--- src/hw/rtl/pseg_pkg.sv ---
// Shared constants for the polyline segment densifier.
// No dependencies; compiled first, used by the channel interfaces and the top level.

package pseg_pkg;

    // Width and reset value of the segment length register (1/64 m units).
    localparam int          LEN_BITS      = 20;
    localparam logic [19:0] MAX_LEN_RESET = 20'd5120;

    // Defaults for the top-level parameters.
    localparam int COORD_BITS_DEF = 32;
    localparam int MAX_SPLITS_DEF = 63;

    // Digit width of the shared shift-and-add multiplier.
    localparam int DIGIT_BITS = 16;

endpackage

--- src/hw/rtl/pseg_if.sv ---
// Valid/ready channel interfaces for vertices in and points out.
// Depends on pseg_pkg for the default coordinate width.

interface pseg_vertex_if
    import pseg_pkg::*;
#(
    parameter int COORD_BITS = COORD_BITS_DEF
);
    logic                  valid;
    logic                  ready;
    logic [COORD_BITS-1:0] vertex_x;
    logic [COORD_BITS-1:0] vertex_y;
    logic                  starts_line;

    modport source (output valid, output vertex_x, output vertex_y, output starts_line,
                    input ready);
    modport sink   (input valid, input vertex_x, input vertex_y, input starts_line,
                    output ready);
endinterface

interface pseg_point_if
    import pseg_pkg::*;
#(
    parameter int COORD_BITS = COORD_BITS_DEF
);
    logic                  valid;
    logic                  ready;
    logic [COORD_BITS-1:0] point_x;
    logic [COORD_BITS-1:0] point_y;
    logic                  is_inserted;
    logic                  last_of_run;
    logic                  splits_clamped;

    modport source (output valid, output point_x, output point_y, output is_inserted,
                    output last_of_run, output splits_clamped, input ready);
    modport sink   (input valid, input point_x, input point_y, input is_inserted,
                    input last_of_run, input splits_clamped, output ready);
endinterface

--- src/hw/rtl/polyline_segment_densifier_top.sv ---
// Polyline segment densifier: splits long segments into evenly spaced points.
// Depends on pseg_pkg and on the channel interfaces in pseg_if.sv.
//
//   channel   direction  transfer moves
//   vertex    in         vertex_x, vertex_y, starts_line
//   point     out        point_x, point_y, is_inserted, last_of_run, splits_clamped
//   cfg_wr_*  in         segment length limit, written whenever cfg_wr_en is high
//
// A line-start vertex goes straight to the emit phase. Any other vertex takes a
// magnitude step, three squarings of 3 digits each on the shared 16-bit-digit
// multiplier and a compare step, then a split search on the shared adder and
// compare, a bit-serial division and a set-up step when points are inserted, and
// then one point per free output slot in the emit phase.
// Reset (rst_n, asynchronous) clears the previous vertex and the sequencer; no
// clearing pass is needed. A stalled point channel holds the sequencer in the
// emit phase; the vertex channel is ready only between items.

module polyline_segment_densifier_top
    import pseg_pkg::*;
#(
    parameter int COORD_BITS = COORD_BITS_DEF,
    parameter int MAX_SPLITS = MAX_SPLITS_DEF
)
(
    input  logic                clk,
    input  logic                rst_n,
    pseg_vertex_if.sink         vertex,
    pseg_point_if.source        point,
    input  logic                cfg_wr_en,
    input  logic [LEN_BITS-1:0] cfg_wr_data
);

    // Derived widths.
    localparam int CB   = COORD_BITS;
    localparam int MAGW = CB + 1;
    localparam int MW   = (MAGW > LEN_BITS) ? MAGW : LEN_BITS;
    localparam int ND   = (MW + DIGIT_BITS - 1) / DIGIT_BITS;
    localparam int MPW  = ND * DIGIT_BITS;
    localparam int PW   = 2 * MW;
    localparam int DGW  = (ND > 1) ? $clog2(ND) : 1;
    localparam int SPW  = $clog2(MAX_SPLITS + 2);
    localparam int SQW  = 2 * LEN_BITS + 2 * SPW;
    localparam int CMPW = (PW + 1 > SQW) ? (PW + 1) : SQW;
    localparam int DVW  = CB + 2;
    localparam int DSW  = SPW + 1;
    localparam int DCW  = $clog2(DVW);

    typedef enum logic [3:0] {
        S_IDLE,
        S_MAG,
        S_SQ_X,
        S_SQ_Y,
        S_SQ_L,
        S_CHECK,
        S_SEARCH,
        S_DIVIDE,
        S_STEP,
        S_EMIT
    } state_t;

    // Control and output registers.
    state_t            state_reg, state_next;
    logic [LEN_BITS-1:0] max_len_reg, max_len_next;
    logic              have_prev_reg, have_prev_next;
    logic [CB-1:0]     prev_x_reg, prev_x_next, prev_y_reg, prev_y_next;
    logic              out_valid_reg, out_valid_next;
    logic [CB-1:0]     out_x_reg, out_x_next, out_y_reg, out_y_next;
    logic              out_ins_reg, out_ins_next, out_last_reg, out_last_next;
    logic              out_clamp_reg, out_clamp_next;
    logic [DGW-1:0]    dig_reg, dig_next;
    logic [DCW-1:0]    div_cnt_reg, div_cnt_next;
    logic [SPW-1:0]    t_reg, t_next, splits_reg, splits_next, k_reg, k_next;
    logic              clamped_reg, clamped_next;

    // Datapath registers.
    logic [CB-1:0]     cur_x_reg, cur_x_next, cur_y_reg, cur_y_next;
    logic [MAGW-1:0]   dx_reg, dx_next, dy_reg, dy_next;
    logic [MAGW-1:0]   mag_x_reg, mag_x_next, mag_y_reg, mag_y_next;
    logic              neg_x_reg, neg_x_next, neg_y_reg, neg_y_next;
    logic [MW-1:0]     mcand_reg, mcand_next;
    logic [MPW-1:0]    mplier_reg, mplier_next;
    logic [PW-1:0]     prod_reg, prod_next;
    logic [CMPW-1:0]   d2_reg, d2_next, l2_reg, l2_next, sq_reg, sq_next, inc_reg, inc_next;
    logic [DSW-1:0]    divisor_reg, divisor_next;
    logic [DVW-1:0]    dvd_x_reg, dvd_x_next, dvd_y_reg, dvd_y_next;
    logic [DSW-1:0]    rem_x_reg, rem_x_next, rem_y_reg, rem_y_next;
    logic [MAGW-1:0]   qx_reg, qx_next, qy_reg, qy_next;
    logic [DSW-1:0]    rx_reg, rx_next, ry_reg, ry_next;

    // Shared multiplier step: one 16-bit digit of the multiplier, most significant first.
    logic [DIGIT_BITS-1:0]    digit;
    logic [MW+DIGIT_BITS-1:0] part;
    logic [PW-1:0]            prod_step;
    logic                     last_digit;

    assign digit      = mplier_reg[MPW-1 -: DIGIT_BITS];
    assign part       = mcand_reg * digit;
    assign prod_step  = {prod_reg[PW-DIGIT_BITS-1:0], {DIGIT_BITS{1'b0}}} + PW'(part);
    assign last_digit = (dig_reg == DGW'(ND - 1));

    // One restoring division step; quotient bits shift in at the bottom.
    function automatic logic [DVW+DSW-1:0] div_step(input logic [DVW-1:0] dvd,
                                                    input logic [DSW-1:0] rem,
                                                    input logic [DSW-1:0] dsr);
        logic [DSW:0]   trial;
        logic [DSW:0]   diff;
        logic           ge;
        logic [DSW-1:0] rem_n;
        trial = {rem, dvd[DVW-1]};
        diff  = trial - {1'b0, dsr};
        ge    = (trial >= {1'b0, dsr});
        rem_n = ge ? diff[DSW-1:0] : trial[DSW-1:0];
        return {dvd[DVW-2:0], ge, rem_n};
    endfunction

    // Advance the rounded quotient by one point: q += a, r += b, carry when r >= 2n.
    function automatic logic [MAGW+DSW-1:0] advance(input logic [MAGW-1:0] q,
                                                    input logic [DSW-1:0]  r,
                                                    input logic [MAGW-1:0] a,
                                                    input logic [DSW-1:0]  b,
                                                    input logic [DSW-1:0]  dsr);
        logic [DSW:0]    sum;
        logic [DSW:0]    diff;
        logic            c;
        logic [MAGW-1:0] q_n;
        logic [DSW-1:0]  r_n;
        sum  = {1'b0, r} + {1'b0, b};
        diff = sum - {1'b0, dsr};
        c    = (sum >= {1'b0, dsr});
        r_n  = c ? diff[DSW-1:0] : sum[DSW-1:0];
        q_n  = q + a + MAGW'(c);
        return {q_n, r_n};
    endfunction

    // Division and rounding lanes for the two axes.
    logic [DVW+DSW-1:0]  div_x, div_y;
    logic [MAGW+DSW-1:0] adv_x, adv_y;
    logic [MAGW-1:0]     mag_dx, mag_dy;
    logic [CB-1:0]       pt_x, pt_y;
    logic [DSW-1:0]      half_div;
    logic                slot_free;
    logic                accept;
    logic                start;
    logic [SPW-1:0]      n_val;

    assign div_x    = div_step(dvd_x_reg, rem_x_reg, divisor_reg);
    assign div_y    = div_step(dvd_y_reg, rem_y_reg, divisor_reg);
    assign adv_x    = advance(qx_reg, rx_reg, dvd_x_reg[MAGW-1:0], rem_x_reg, divisor_reg);
    assign adv_y    = advance(qy_reg, ry_reg, dvd_y_reg[MAGW-1:0], rem_y_reg, divisor_reg);
    assign mag_dx   = dx_reg[CB] ? (~dx_reg + MAGW'(1)) : dx_reg;
    assign mag_dy   = dy_reg[CB] ? (~dy_reg + MAGW'(1)) : dy_reg;
    assign pt_x     = neg_x_reg ? (prev_x_reg - qx_reg[CB-1:0]) : (prev_x_reg + qx_reg[CB-1:0]);
    assign pt_y     = neg_y_reg ? (prev_y_reg - qy_reg[CB-1:0]) : (prev_y_reg + qy_reg[CB-1:0]);
    assign half_div = {1'b0, divisor_reg[DSW-1:1]};
    assign slot_free = !out_valid_reg || point.ready;
    assign accept   = vertex.valid && (state_reg == S_IDLE);
    assign start    = vertex.starts_line || !have_prev_reg;

    // Piece count n (splits plus one) chosen when the search ends.
    always_comb
    begin
        if (t_reg == SPW'(MAX_SPLITS + 1))
        begin
            n_val = SPW'(MAX_SPLITS + 1);
        end
        else
        begin
            n_val = t_reg + SPW'(1);
        end
    end

    // Ports.
    assign vertex.ready         = (state_reg == S_IDLE);
    assign point.valid          = out_valid_reg;
    assign point.point_x        = out_x_reg;
    assign point.point_y        = out_y_reg;
    assign point.is_inserted    = out_ins_reg;
    assign point.last_of_run    = out_last_reg;
    assign point.splits_clamped = out_clamp_reg;

    // Sequencer and datapath next values.
    always_comb
    begin
        state_next     = state_reg;
        max_len_next   = cfg_wr_en ? cfg_wr_data : max_len_reg;
        have_prev_next = have_prev_reg;
        prev_x_next    = prev_x_reg;
        prev_y_next    = prev_y_reg;
        out_valid_next = out_valid_reg && !point.ready;
        out_x_next     = out_x_reg;
        out_y_next     = out_y_reg;
        out_ins_next   = out_ins_reg;
        out_last_next  = out_last_reg;
        out_clamp_next = out_clamp_reg;
        dig_next       = dig_reg;
        div_cnt_next   = div_cnt_reg;
        t_next         = t_reg;
        splits_next    = splits_reg;
        k_next         = k_reg;
        clamped_next   = clamped_reg;
        cur_x_next     = cur_x_reg;
        cur_y_next     = cur_y_reg;
        dx_next        = dx_reg;
        dy_next        = dy_reg;
        mag_x_next     = mag_x_reg;
        mag_y_next     = mag_y_reg;
        neg_x_next     = neg_x_reg;
        neg_y_next     = neg_y_reg;
        mcand_next     = mcand_reg;
        mplier_next    = mplier_reg;
        prod_next      = prod_reg;
        d2_next        = d2_reg;
        l2_next        = l2_reg;
        sq_next        = sq_reg;
        inc_next       = inc_reg;
        divisor_next   = divisor_reg;
        dvd_x_next     = dvd_x_reg;
        dvd_y_next     = dvd_y_reg;
        rem_x_next     = rem_x_reg;
        rem_y_next     = rem_y_reg;
        qx_next        = qx_reg;
        qy_next        = qy_reg;
        rx_next        = rx_reg;
        ry_next        = ry_reg;

        case (state_reg)
            S_IDLE:
            begin
                if (accept)
                begin
                    cur_x_next   = vertex.vertex_x;
                    cur_y_next   = vertex.vertex_y;
                    dx_next      = {vertex.vertex_x[CB-1], vertex.vertex_x}
                                   - {prev_x_reg[CB-1], prev_x_reg};
                    dy_next      = {vertex.vertex_y[CB-1], vertex.vertex_y}
                                   - {prev_y_reg[CB-1], prev_y_reg};
                    splits_next  = '0;
                    clamped_next = 1'b0;
                    k_next       = SPW'(1);
                    state_next   = start ? S_EMIT : S_MAG;
                end
            end

            // Take magnitudes and start squaring the easting difference.
            S_MAG:
            begin
                mag_x_next  = mag_dx;
                mag_y_next  = mag_dy;
                neg_x_next  = dx_reg[CB];
                neg_y_next  = dy_reg[CB];
                mcand_next  = MW'(mag_dx);
                mplier_next = MPW'(mag_dx);
                prod_next   = '0;
                dig_next    = '0;
                state_next  = S_SQ_X;
            end

            // Three squarings on the shared multiplier: dx, dy and the length limit.
            S_SQ_X, S_SQ_Y, S_SQ_L:
            begin
                prod_next   = prod_step;
                mplier_next = mplier_reg << DIGIT_BITS;
                dig_next    = dig_reg + DGW'(1);
                if (last_digit)
                begin
                    prod_next = '0;
                    dig_next  = '0;
                    if (state_reg == S_SQ_X)
                    begin
                        d2_next     = CMPW'(prod_step);
                        mcand_next  = MW'(mag_y_reg);
                        mplier_next = MPW'(mag_y_reg);
                        state_next  = S_SQ_Y;
                    end
                    else if (state_reg == S_SQ_Y)
                    begin
                        sq_next     = CMPW'(prod_step);
                        mcand_next  = MW'(max_len_reg);
                        mplier_next = MPW'(max_len_reg);
                        state_next  = S_SQ_L;
                    end
                    else
                    begin
                        l2_next    = CMPW'(prod_step);
                        d2_next    = d2_reg + sq_reg;
                        state_next = S_CHECK;
                    end
                end
            end

            // Only segments longer than the limit are split.
            S_CHECK:
            begin
                if (d2_reg > l2_reg)
                begin
                    t_next     = SPW'(1);
                    sq_next    = l2_reg << 2;
                    inc_next   = (l2_reg << 2) + l2_reg;
                    state_next = S_SEARCH;
                end
                else
                begin
                    state_next = S_EMIT;
                end
            end

            // Walk (t*L)^2 upwards by adding odd multiples of L^2.
            S_SEARCH:
            begin
                if ((t_reg != SPW'(MAX_SPLITS + 1)) && (sq_reg <= d2_reg))
                begin
                    t_next   = t_reg + SPW'(1);
                    sq_next  = sq_reg + inc_reg;
                    inc_next = inc_reg + (l2_reg << 1);
                end
                else
                begin
                    splits_next  = n_val - SPW'(1);
                    clamped_next = (t_reg == SPW'(MAX_SPLITS + 1));
                    divisor_next = {n_val, 1'b0};
                    dvd_x_next   = {mag_x_reg, 1'b0};
                    dvd_y_next   = {mag_y_reg, 1'b0};
                    rem_x_next   = '0;
                    rem_y_next   = '0;
                    div_cnt_next = '0;
                    state_next   = S_DIVIDE;
                end
            end

            // Divide 2|d| by 2n on both axes, one bit per cycle.
            S_DIVIDE:
            begin
                dvd_x_next   = div_x[DVW+DSW-1:DSW];
                rem_x_next   = div_x[DSW-1:0];
                dvd_y_next   = div_y[DVW+DSW-1:DSW];
                rem_y_next   = div_y[DSW-1:0];
                div_cnt_next = div_cnt_reg + DCW'(1);
                if (div_cnt_reg == DCW'(DVW - 1))
                begin
                    qx_next    = '0;
                    qy_next    = '0;
                    rx_next    = half_div;
                    ry_next    = half_div;
                    state_next = S_STEP;
                end
            end

            // Advance to the first inserted point.
            S_STEP:
            begin
                qx_next    = adv_x[MAGW+DSW-1:DSW];
                rx_next    = adv_x[DSW-1:0];
                qy_next    = adv_y[MAGW+DSW-1:DSW];
                ry_next    = adv_y[DSW-1:0];
                state_next = S_EMIT;
            end

            // One point per free output slot, the original vertex last.
            S_EMIT:
            begin
                if (slot_free)
                begin
                    out_valid_next = 1'b1;
                    out_clamp_next = clamped_reg;
                    if (k_reg <= splits_reg)
                    begin
                        out_x_next    = pt_x;
                        out_y_next    = pt_y;
                        out_ins_next  = 1'b1;
                        out_last_next = 1'b0;
                        qx_next       = adv_x[MAGW+DSW-1:DSW];
                        rx_next       = adv_x[DSW-1:0];
                        qy_next       = adv_y[MAGW+DSW-1:DSW];
                        ry_next       = adv_y[DSW-1:0];
                        k_next        = k_reg + SPW'(1);
                    end
                    else
                    begin
                        out_x_next     = cur_x_reg;
                        out_y_next     = cur_y_reg;
                        out_ins_next   = 1'b0;
                        out_last_next  = 1'b1;
                        prev_x_next    = cur_x_reg;
                        prev_y_next    = cur_y_reg;
                        have_prev_next = 1'b1;
                        state_next     = S_IDLE;
                    end
                end
            end

            default:
            begin
                state_next = S_IDLE;
            end
        endcase
    end

    // State, control and registered outputs.
    always_ff @(posedge clk or negedge rst_n)
    begin
        if (!rst_n)
        begin
            state_reg     <= S_IDLE;
            max_len_reg   <= MAX_LEN_RESET;
            have_prev_reg <= 1'b0;
            prev_x_reg    <= '0;
            prev_y_reg    <= '0;
            out_valid_reg <= 1'b0;
            out_x_reg     <= '0;
            out_y_reg     <= '0;
            out_ins_reg   <= 1'b0;
            out_last_reg  <= 1'b0;
            out_clamp_reg <= 1'b0;
            dig_reg       <= '0;
            div_cnt_reg   <= '0;
            t_reg         <= '0;
            splits_reg    <= '0;
            k_reg         <= '0;
            clamped_reg   <= 1'b0;
        end
        else
        begin
            state_reg     <= state_next;
            max_len_reg   <= max_len_next;
            have_prev_reg <= have_prev_next;
            prev_x_reg    <= prev_x_next;
            prev_y_reg    <= prev_y_next;
            out_valid_reg <= out_valid_next;
            out_x_reg     <= out_x_next;
            out_y_reg     <= out_y_next;
            out_ins_reg   <= out_ins_next;
            out_last_reg  <= out_last_next;
            out_clamp_reg <= out_clamp_next;
            dig_reg       <= dig_next;
            div_cnt_reg   <= div_cnt_next;
            t_reg         <= t_next;
            splits_reg    <= splits_next;
            k_reg         <= k_next;
            clamped_reg   <= clamped_next;
        end
    end

    // Arithmetic working registers; no reset needed.
    always_ff @(posedge clk)
    begin
        cur_x_reg   <= cur_x_next;
        cur_y_reg   <= cur_y_next;
        dx_reg      <= dx_next;
        dy_reg      <= dy_next;
        mag_x_reg   <= mag_x_next;
        mag_y_reg   <= mag_y_next;
        neg_x_reg   <= neg_x_next;
        neg_y_reg   <= neg_y_next;
        mcand_reg   <= mcand_next;
        mplier_reg  <= mplier_next;
        prod_reg    <= prod_next;
        d2_reg      <= d2_next;
        l2_reg      <= l2_next;
        sq_reg      <= sq_next;
        inc_reg     <= inc_next;
        divisor_reg <= divisor_next;
        dvd_x_reg   <= dvd_x_next;
        dvd_y_reg   <= dvd_y_next;
        rem_x_reg   <= rem_x_next;
        rem_y_reg   <= rem_y_next;
        qx_reg      <= qx_next;
        qy_reg      <= qy_next;
        rx_reg      <= rx_next;
        ry_reg      <= ry_next;
    end

endmodule

--- src/flat_wrapper.sv ---
// flat-port wrapper written by rule: the top's interface ports become plain ports
module polyline_segment_densifier_top_flat import pseg_pkg::*;
#(
    parameter int COORD_BITS = COORD_BITS_DEF,
    parameter int MAX_SPLITS = MAX_SPLITS_DEF
)
  (clk, rst_n, cfg_wr_en, cfg_wr_data, vertex_valid, vertex_vertex_x, vertex_vertex_y, vertex_starts_line, vertex_ready, point_valid, point_point_x, point_point_y, point_is_inserted, point_last_of_run, point_splits_clamped, point_ready);
  pseg_vertex_if #(.COORD_BITS(COORD_BITS)) vertex_i ();
  pseg_point_if #(.COORD_BITS(COORD_BITS)) point_i ();
  input  logic clk;
  input  logic rst_n;
  input  logic cfg_wr_en;
  input  logic [LEN_BITS-1:0] cfg_wr_data;
  input wire logic [$bits(vertex_i.valid)-1:0] vertex_valid;
  input wire logic [$bits(vertex_i.vertex_x)-1:0] vertex_vertex_x;
  input wire logic [$bits(vertex_i.vertex_y)-1:0] vertex_vertex_y;
  input wire logic [$bits(vertex_i.starts_line)-1:0] vertex_starts_line;
  output wire logic [$bits(vertex_i.ready)-1:0] vertex_ready;
  output wire logic [$bits(point_i.valid)-1:0] point_valid;
  output wire logic [$bits(point_i.point_x)-1:0] point_point_x;
  output wire logic [$bits(point_i.point_y)-1:0] point_point_y;
  output wire logic [$bits(point_i.is_inserted)-1:0] point_is_inserted;
  output wire logic [$bits(point_i.last_of_run)-1:0] point_last_of_run;
  output wire logic [$bits(point_i.splits_clamped)-1:0] point_splits_clamped;
  input wire logic [$bits(point_i.ready)-1:0] point_ready;
  assign vertex_i.valid = vertex_valid;
  assign vertex_i.vertex_x = vertex_vertex_x;
  assign vertex_i.vertex_y = vertex_vertex_y;
  assign vertex_i.starts_line = vertex_starts_line;
  assign vertex_ready = vertex_i.ready;
  assign point_valid = point_i.valid;
  assign point_point_x = point_i.point_x;
  assign point_point_y = point_i.point_y;
  assign point_is_inserted = point_i.is_inserted;
  assign point_last_of_run = point_i.last_of_run;
  assign point_splits_clamped = point_i.splits_clamped;
  assign point_i.ready = point_ready;
  polyline_segment_densifier_top #(.COORD_BITS(COORD_BITS), .MAX_SPLITS(MAX_SPLITS)) u_core (.clk(clk), .rst_n(rst_n), .vertex(vertex_i), .point(point_i), .cfg_wr_en(cfg_wr_en), .cfg_wr_data(cfg_wr_data));
endmodule
--- config.mk ---
export PLATFORM = sky130hd
export DESIGN_NAME = polyline_segment_densifier_top_flat
export DESIGN_NICKNAME = d
export VERILOG_FILES = /design/src/hw/rtl/pseg_pkg.sv /design/src/hw/rtl/pseg_if.sv /design/src/hw/rtl/polyline_segment_densifier_top.sv /design/src/flat_wrapper.sv
export SDC_FILE = /design/constraint.sdc
export NUM_CORES = 2
export LEC_CHECK = 0
export ABC_AREA = 1
export BUFFER_PORTS_ARGS = -buffer_cell sky130_fd_sc_hd__buf_2
export CAP_MARGIN = 20
export CORE_MARGIN = 3
export CORE_UTILIZATION = 28
export CTS_BUF_LIST = sky130_fd_sc_hd__clkbuf_4 sky130_fd_sc_hd__clkbuf_8
export CTS_CLUSTER_SIZE = 20
export DETAILED_ROUTE_END_ITERATION = 10
export HOLD_SLACK_MARGIN = 0.05
export PLACE_DENSITY_LB_ADDON = 0.05
export SYNTH_ARGS = -nofsm -noshare
export SYNTH_HDL_FRONTEND = slang
export SYNTH_SLANG_ARGS = --single-unit
--- constraint.sdc ---
create_clock -name clk -period 11.05 [get_ports clk]
set_clock_uncertainty 0.05 [all_clocks]
set_input_delay 1.6575 -clock clk [delete_from_list [all_inputs] [get_ports clk]]
set_output_delay 1.6575 -clock clk [all_outputs]
set_load 0.1 [all_outputs]
* After elaboration in Yosys (flattened, before gate mapping)
Cells that the tools add are included.
Cells by class: add/subtract/negate cells 28, $mul 1, order comparisons 7, equality and inequality tests 26, muxes and demuxes 85, bitwise logic cells 6, reduce and logical (&&, ||, !) cells 31
Operator list (count):
- 67-bit two-way mux | 8
- 33-bit two-way mux | 9
- 67-bit adder | 3
- 67-bit case mux with 3 select lines | 1
- 33-bit case mux with 3 select lines | 2
- 32-bit two-way mux | 5
- 48-bit two-way mux | 3
- 34-bit case mux with 2 select lines | 2
- 67-bit case mux with 2 select lines | 1
- 50-bit case mux with 2 select lines | 1
- 48-bit case mux with 2 select lines | 1
- 8-bit two-way mux | 10
- 34-bit two-way mux | 2
- 67-bit by 66-bit adder with 67-bit output | 1
- 67-bit by 66-bit greater-than comparator with 1-bit output | 1
- 67-bit <= comparator | 1
- 33-bit by 1-bit adder with 33-bit output | 2
- 33-bit by 1-bit adder with 33-bit output, second input constant | 2
- 33-bit adder | 2
- 66-bit by 49-bit adder with 66-bit output | 1
- 66-bit two-way mux | 1
- 33-bit NOT | 2
- 33-bit case mux with 2 select lines | 1
- 32-bit by 32-bit subtractor with 33-bit output | 2
- 47 further kinds | 120
Word-level totals: bits in registers 956, input bits 90, output and inout port bits 69, logic and storage cells 227

* Longest topological paths before layout
depth in word-level cells 6, mapped depth 32, depth with buffers taken out 30

* Worst setup path after synthesis
OpenSTA, ideal clock, no wires.
path type flip-flop to flip-flop, from register u_core.state_reg[3], to register u_core.mplier_reg[0] (enable), library setup time 0.453 ns, arrival 5.844 ns, data required time 10.547 ns, path slack 4.704 ns, cell stages (with the launch flop) 6, buffers on the path 0, period minus slack after synthesis 6.346 ns, cell sequence dfrtp_1 -> nor2_1 -> inv_1 -> nor2_1 -> nor2_1 -> inv_1
Between the ends: cells in the longest elaborated chain, start to end 3, elaborated cells between the ends (all ways) 6, those cells by class 4 x eq/ne; 2 x reduce/logical
Ends and longest elaborated chain:
- start: declaration | line polyline_segment_densifier_top.sv:62 | state_t state_reg, state_next;
- start signal: assignment | line polyline_segment_densifier_top.sv:423 | state_reg <= state_next;
- 4-bit by 3-bit == test with 1-bit output or 4-bit by 2-bit == test with 1-bit output (tied branches) | line polyline_segment_densifier_top.sv:226 | case (state_reg)
- 3-bit OR reduction | line polyline_segment_densifier_top.sv:226
- 2-bit nonzero test (no line) *
- end signal: assignment | line polyline_segment_densifier_top.sv:455 | mplier_reg <= mplier_next;
- end: declaration | line polyline_segment_densifier_top.sv:81 | logic [MPW-1:0] mplier_reg, mplier_next;
Mark *: on every way between the ends. The rest lies on a longest branch, timed or not. A chain may end at the register's enable or synchronous reset.

* Final worst setup path
from register u_core.mcand_reg[8], to register u_core.d2_reg[34] (data pin)
Between the ends: cells in the longest elaborated chain, start to end 3
Ends and longest elaborated chain:
- start: declaration | line polyline_segment_densifier_top.sv:80 | logic [MW-1:0] mcand_reg, mcand_next;
- start signal: assignment | line polyline_segment_densifier_top.sv:454 | mcand_reg <= mcand_next;
- 33-bit by 16-bit multiplier with 49-bit output | line polyline_segment_densifier_top.sv:97 | assign part = mcand_reg * digit;
- 66-bit by 49-bit adder with 66-bit output | line polyline_segment_densifier_top.sv:98 | assign prod_step = {prod_reg[PW-DIGIT_BITS-1:0], {DIGIT_BITS{1'b0}}} + PW'(part);
- 66-bit two-way mux | line polyline_segment_densifier_top.sv:268 | if (state_reg == S_SQ_X)
- end signal: assignment | line polyline_segment_densifier_top.sv:457 | d2_reg <= d2_next;
- end: declaration | line polyline_segment_densifier_top.sv:83 | logic [CMPW-1:0] d2_reg, d2_next, l2_reg, l2_next, sq_reg, sq_next, inc_reg, inc_next;
Every way passes these cells.

==> impl_metrics.toml <==
[synthesis]
synth_area_per_cell_um2 = 7.38
synth_fp_nets = 14200
synth-main-ff-cell = "sky130_fd_sc_hd__edfxtp_1"
syn-instance-count = 12800
yosys_warnings = 0
synth.distinct_cells = 75
synth_commonest_cells = "2,959 x sky130_fd_sc_hd__nand2_1, 2,330 x sky130_fd_sc_hd__inv_1, 1,244 x sky130_fd_sc_hd__nor2_1, 1,019 x sky130_fd_sc_hd__a21oi_1, 860 x sky130_fd_sc_hd__o21ai_0"
synth_largest_area_cell = "sky130_fd_sc_hd__edfxtp_1"
synth_top_area_share_pct = 24.3
netlist_top_cells_area = "sky130_fd_sc_hd__edfxtp_1 24%, sky130_fd_sc_hd__nand2_1 12%, sky130_fd_sc_hd__ha_1 10%"
seq_cells_post_synth = 954
async_flop_share_pct = 19.6
ys_seq_area_share_pct = 29.2
synthesized_area_um2 = 94800
synth_edf_count = 767
most_common_cell_in_the_netlist = "sky130_fd_sc_hd__nand2_1"

[routing]
detailroute.via_count = 88900
post_drt_wl_per_cell_um = 26.3
detailedRoute.firstPassIterationCount = 9
drt_drc_violations_left = 0
routed_via_density = 5.02
routed_wl_mm = 467
drt_first_iter_violations = 7369
ant_nets = 0

[critical_path]
setup.worst_path.class = "register to register"
critPathCaptureType = "register"
cell_chain_critical_path = "nand2_1, fa_1, inv_1, fa_1, fa_1, fa_1, fa_1, inv_1, fa_1, inv_1, ha_1, a21oi_1, o21ai_0, a21oi_1, nand2_1, nand2_1, nand2_1, nand2_1, nand3b_1, nand2_1, o22ai_1"
worst_stage_delay_on_the_critical_path_ps = 1080
worst_setup_sp_type = "register"
req_time_crit_path_ps = 11760
cp_max_fo = 16
worst_path_max_delay_cell = "sky130_fd_sc_hd__edfxtp_1"
timing.critical_path.arrival_ps = 8400
cp.buffers_inverters = 3
timing.critical_path.max_delay_family = "adder cells"

[clocking]
numCtsBuffers = 205
cts_clock_pin_slew_for_the_worst_setup_and_hold_paths_ps = 60
clkLatencyLatePin_ps = 1060
cts_resized = 0
postCtsHoldBufs = 0
cts_tree = "yes"
h-tree-depth = 4
cts.root.buffer_cell = "sky130_fd_sc_hd__clkbuf_8"
cts_setup_buffers = 0
cts_max_path_buffers = 4
number_of_clock_sinks = 954

[placement]
dpl.hpwl_mm = 388
numPortBuffers = 158
gp_congestion = 0.986
dpl_worst_slack_ps = 3390
postPlaceCellArea_um2 = 101000
placedCellCount = 17300

[finish]
layout-drive-gt1-share_pct = 6.09
multi_input_comb_area_um2 = 57100
final-seq-area_um2 = 27700
final_cell_count_no_fill = 17700
area_growth_from_synthesis_to_layout_pct = 11.0
nets = 14400
finish.instance_area_um2 = 105000
fillCellCount = 36900

[timing]
tns_ps = 0
achievable-frequency_ghz = 0.130
final-hold-violation-count = 0
final.setup.worst_slack_ps = 3360
tightestPinTransition_ps = 1200
layout_min_cycle_time_ps = 7690
final_max_slew_viol_count = 0
setup_viol = 0
grt_setup_unrepaired = "false"
max_slew_margin_pct = 19.1
period_share_pct = 69.6

[status]
status = "finished, final reports clean"

[floorplanning]
area_of_the_core_um2 = 337000
chipWidth_um = 588
die_area_um2 = 346000
initial_utilization_pct = 28.1
rows = 213
die-height_um = 588
ios = 159

[min_path]
min-delay-path-class = "register to register"

[grt]
grt_first_pass_wirelength_mm = 658
grt.total_usage_pct = 26.2
grt.overflow.total = 0
grt_max_degree = 80
first_global_vias = 88700
antenna_violations_before_repair = 28

[job]
maxCapViolations = 0
## cell type report
| type | count | area share (%) |
|---|---|---|
| timing repair buffer | 259 | 1.52 |
| clock inverter | 90 | 0.590 |
| multi-input combinational | 9223 | 54.3 |
| sequential | 954 | 26.3 |
| tap | 4515 | 5.37 |
| clock buffer | 284 | 3.31 |
| inverter | 2388 | 8.53 |
| antenna | 9 | 0.0214 |
## placed cells by master, fill, tap and decap left out, drive strengths merged, types with 4 or more instances in the layout
cell type | synthesis | layout
o311ai | 4 | 4
ha | 778 | 778
nand4 | 115 | 115
clkinvlp | 0 | 7
a21boi | 32 | 32
inv | 2383 | 2389
o21ai | 952 | 952
fa | 483 | 483
o21bai | 78 | 78
a21oi | 1023 | 1023
nand2 | 2974 | 2974
xor2 | 211 | 211
dfrtp | 185 | 185
a221oi | 9 | 9
and2 | 25 | 25
o22ai | 5 | 5
buf | 53 | 259
a31oi | 25 | 25
diode | 0 | 9
o31ai | 13 | 13
a21o | 57 | 57
nor2 | 1279 | 1279
nor4 | 48 | 48
edfxtp | 767 | 767
clkinv | 5 | 76
o211ai | 91 | 91
xnor2 | 102 | 102
o21a | 40 | 40
clkbuf | 228 | 284
nor3 | 141 | 141
nand3b | 54 | 54
nand3 | 599 | 599
bufinv | 0 | 6
or2 | 32 | 32
o221ai | 28 | 28
## worst paths after layout
| check | from | to | slack [ps] | cells after the start |
|---|---|---|---|---|
| worst max-delay path | u_core.mcand_reg[8] | u_core.d2_reg[34] | 3360 | 21 |
| worst min register to register | u_core.dy_reg[0] | u_core.mag_y_reg[0] | 400 | 0 |
| worst min-delay path | u_core.dy_reg[0] | u_core.mag_y_reg[0] | 400 | 0 |
| worst max register to register | u_core.mcand_reg[8] | u_core.d2_reg[34] | 3360 | 21 |
| min in group asynchronous | rst_n | u_core.point.point_y[17] | 590 | 1 |
| max in group asynchronous | rst_n | u_core.t_reg[3] | 8890 | 2 |
## cell families (layout without fill, tap and decap cells)
family	Yosys count	in the layout	share of synthesized area, %
simple gates	5276	5276	23.0
flops	954	954	29.2
xor+xnor	313	313	2.98
other cells	0	9	0
compound gates	2373	2373	13.7
buf+inv	2669	3021	10.6
fa+ha+maj	1261	1261	20.5
## layer usage
metal,share of wire (%),vias to the layer above,global-route usage [%],wire [um]
met5,0.077,-,0,358
met4,3.5,14,8.01,16300
met3,4.9,542,3.09,22800
met2,46,2581,43.4,215000
met1,45,43800,35.6,212000
li1,-,42000,-,-
## worst register-to-register path, cell delays in order (launching register included)
cell	delay (ps)
sky130_fd_sc_hd__edfxtp_1	1080
sky130_fd_sc_hd__nand2_1	250
sky130_fd_sc_hd__fa_1	590
sky130_fd_sc_hd__inv_1	70
sky130_fd_sc_hd__fa_1	570
sky130_fd_sc_hd__fa_1	470
sky130_fd_sc_hd__fa_1	530
sky130_fd_sc_hd__fa_1	570
sky130_fd_sc_hd__inv_1	60
sky130_fd_sc_hd__fa_1	540
sky130_fd_sc_hd__inv_1	50
sky130_fd_sc_hd__ha_1	360
sky130_fd_sc_hd__a21oi_1	230
sky130_fd_sc_hd__o21ai_0	210
sky130_fd_sc_hd__a21oi_1	400
sky130_fd_sc_hd__nand2_1	310
sky130_fd_sc_hd__nand2_1	130
sky130_fd_sc_hd__nand2_1	150
sky130_fd_sc_hd__nand2_1	130
sky130_fd_sc_hd__nand3b_1	80
sky130_fd_sc_hd__nand2_1	440
sky130_fd_sc_hd__o22ai_1	190
## through the flow
| stage | hold WS (ps) | utilization [%] |
|---|---|---|
| after floorplan | 369 | - |
| after global placement | 395 | 30.0 |
| after detailed placement | 389 | 30.0 |
| after CTS | 403 | 31.2 |
| after global routing | 422 | 31.2 |
| final | 400 | 31.2 |
Power is not shown: default switching activity piles up to over one toggle a cycle in this logic, so the estimate is an artifact.
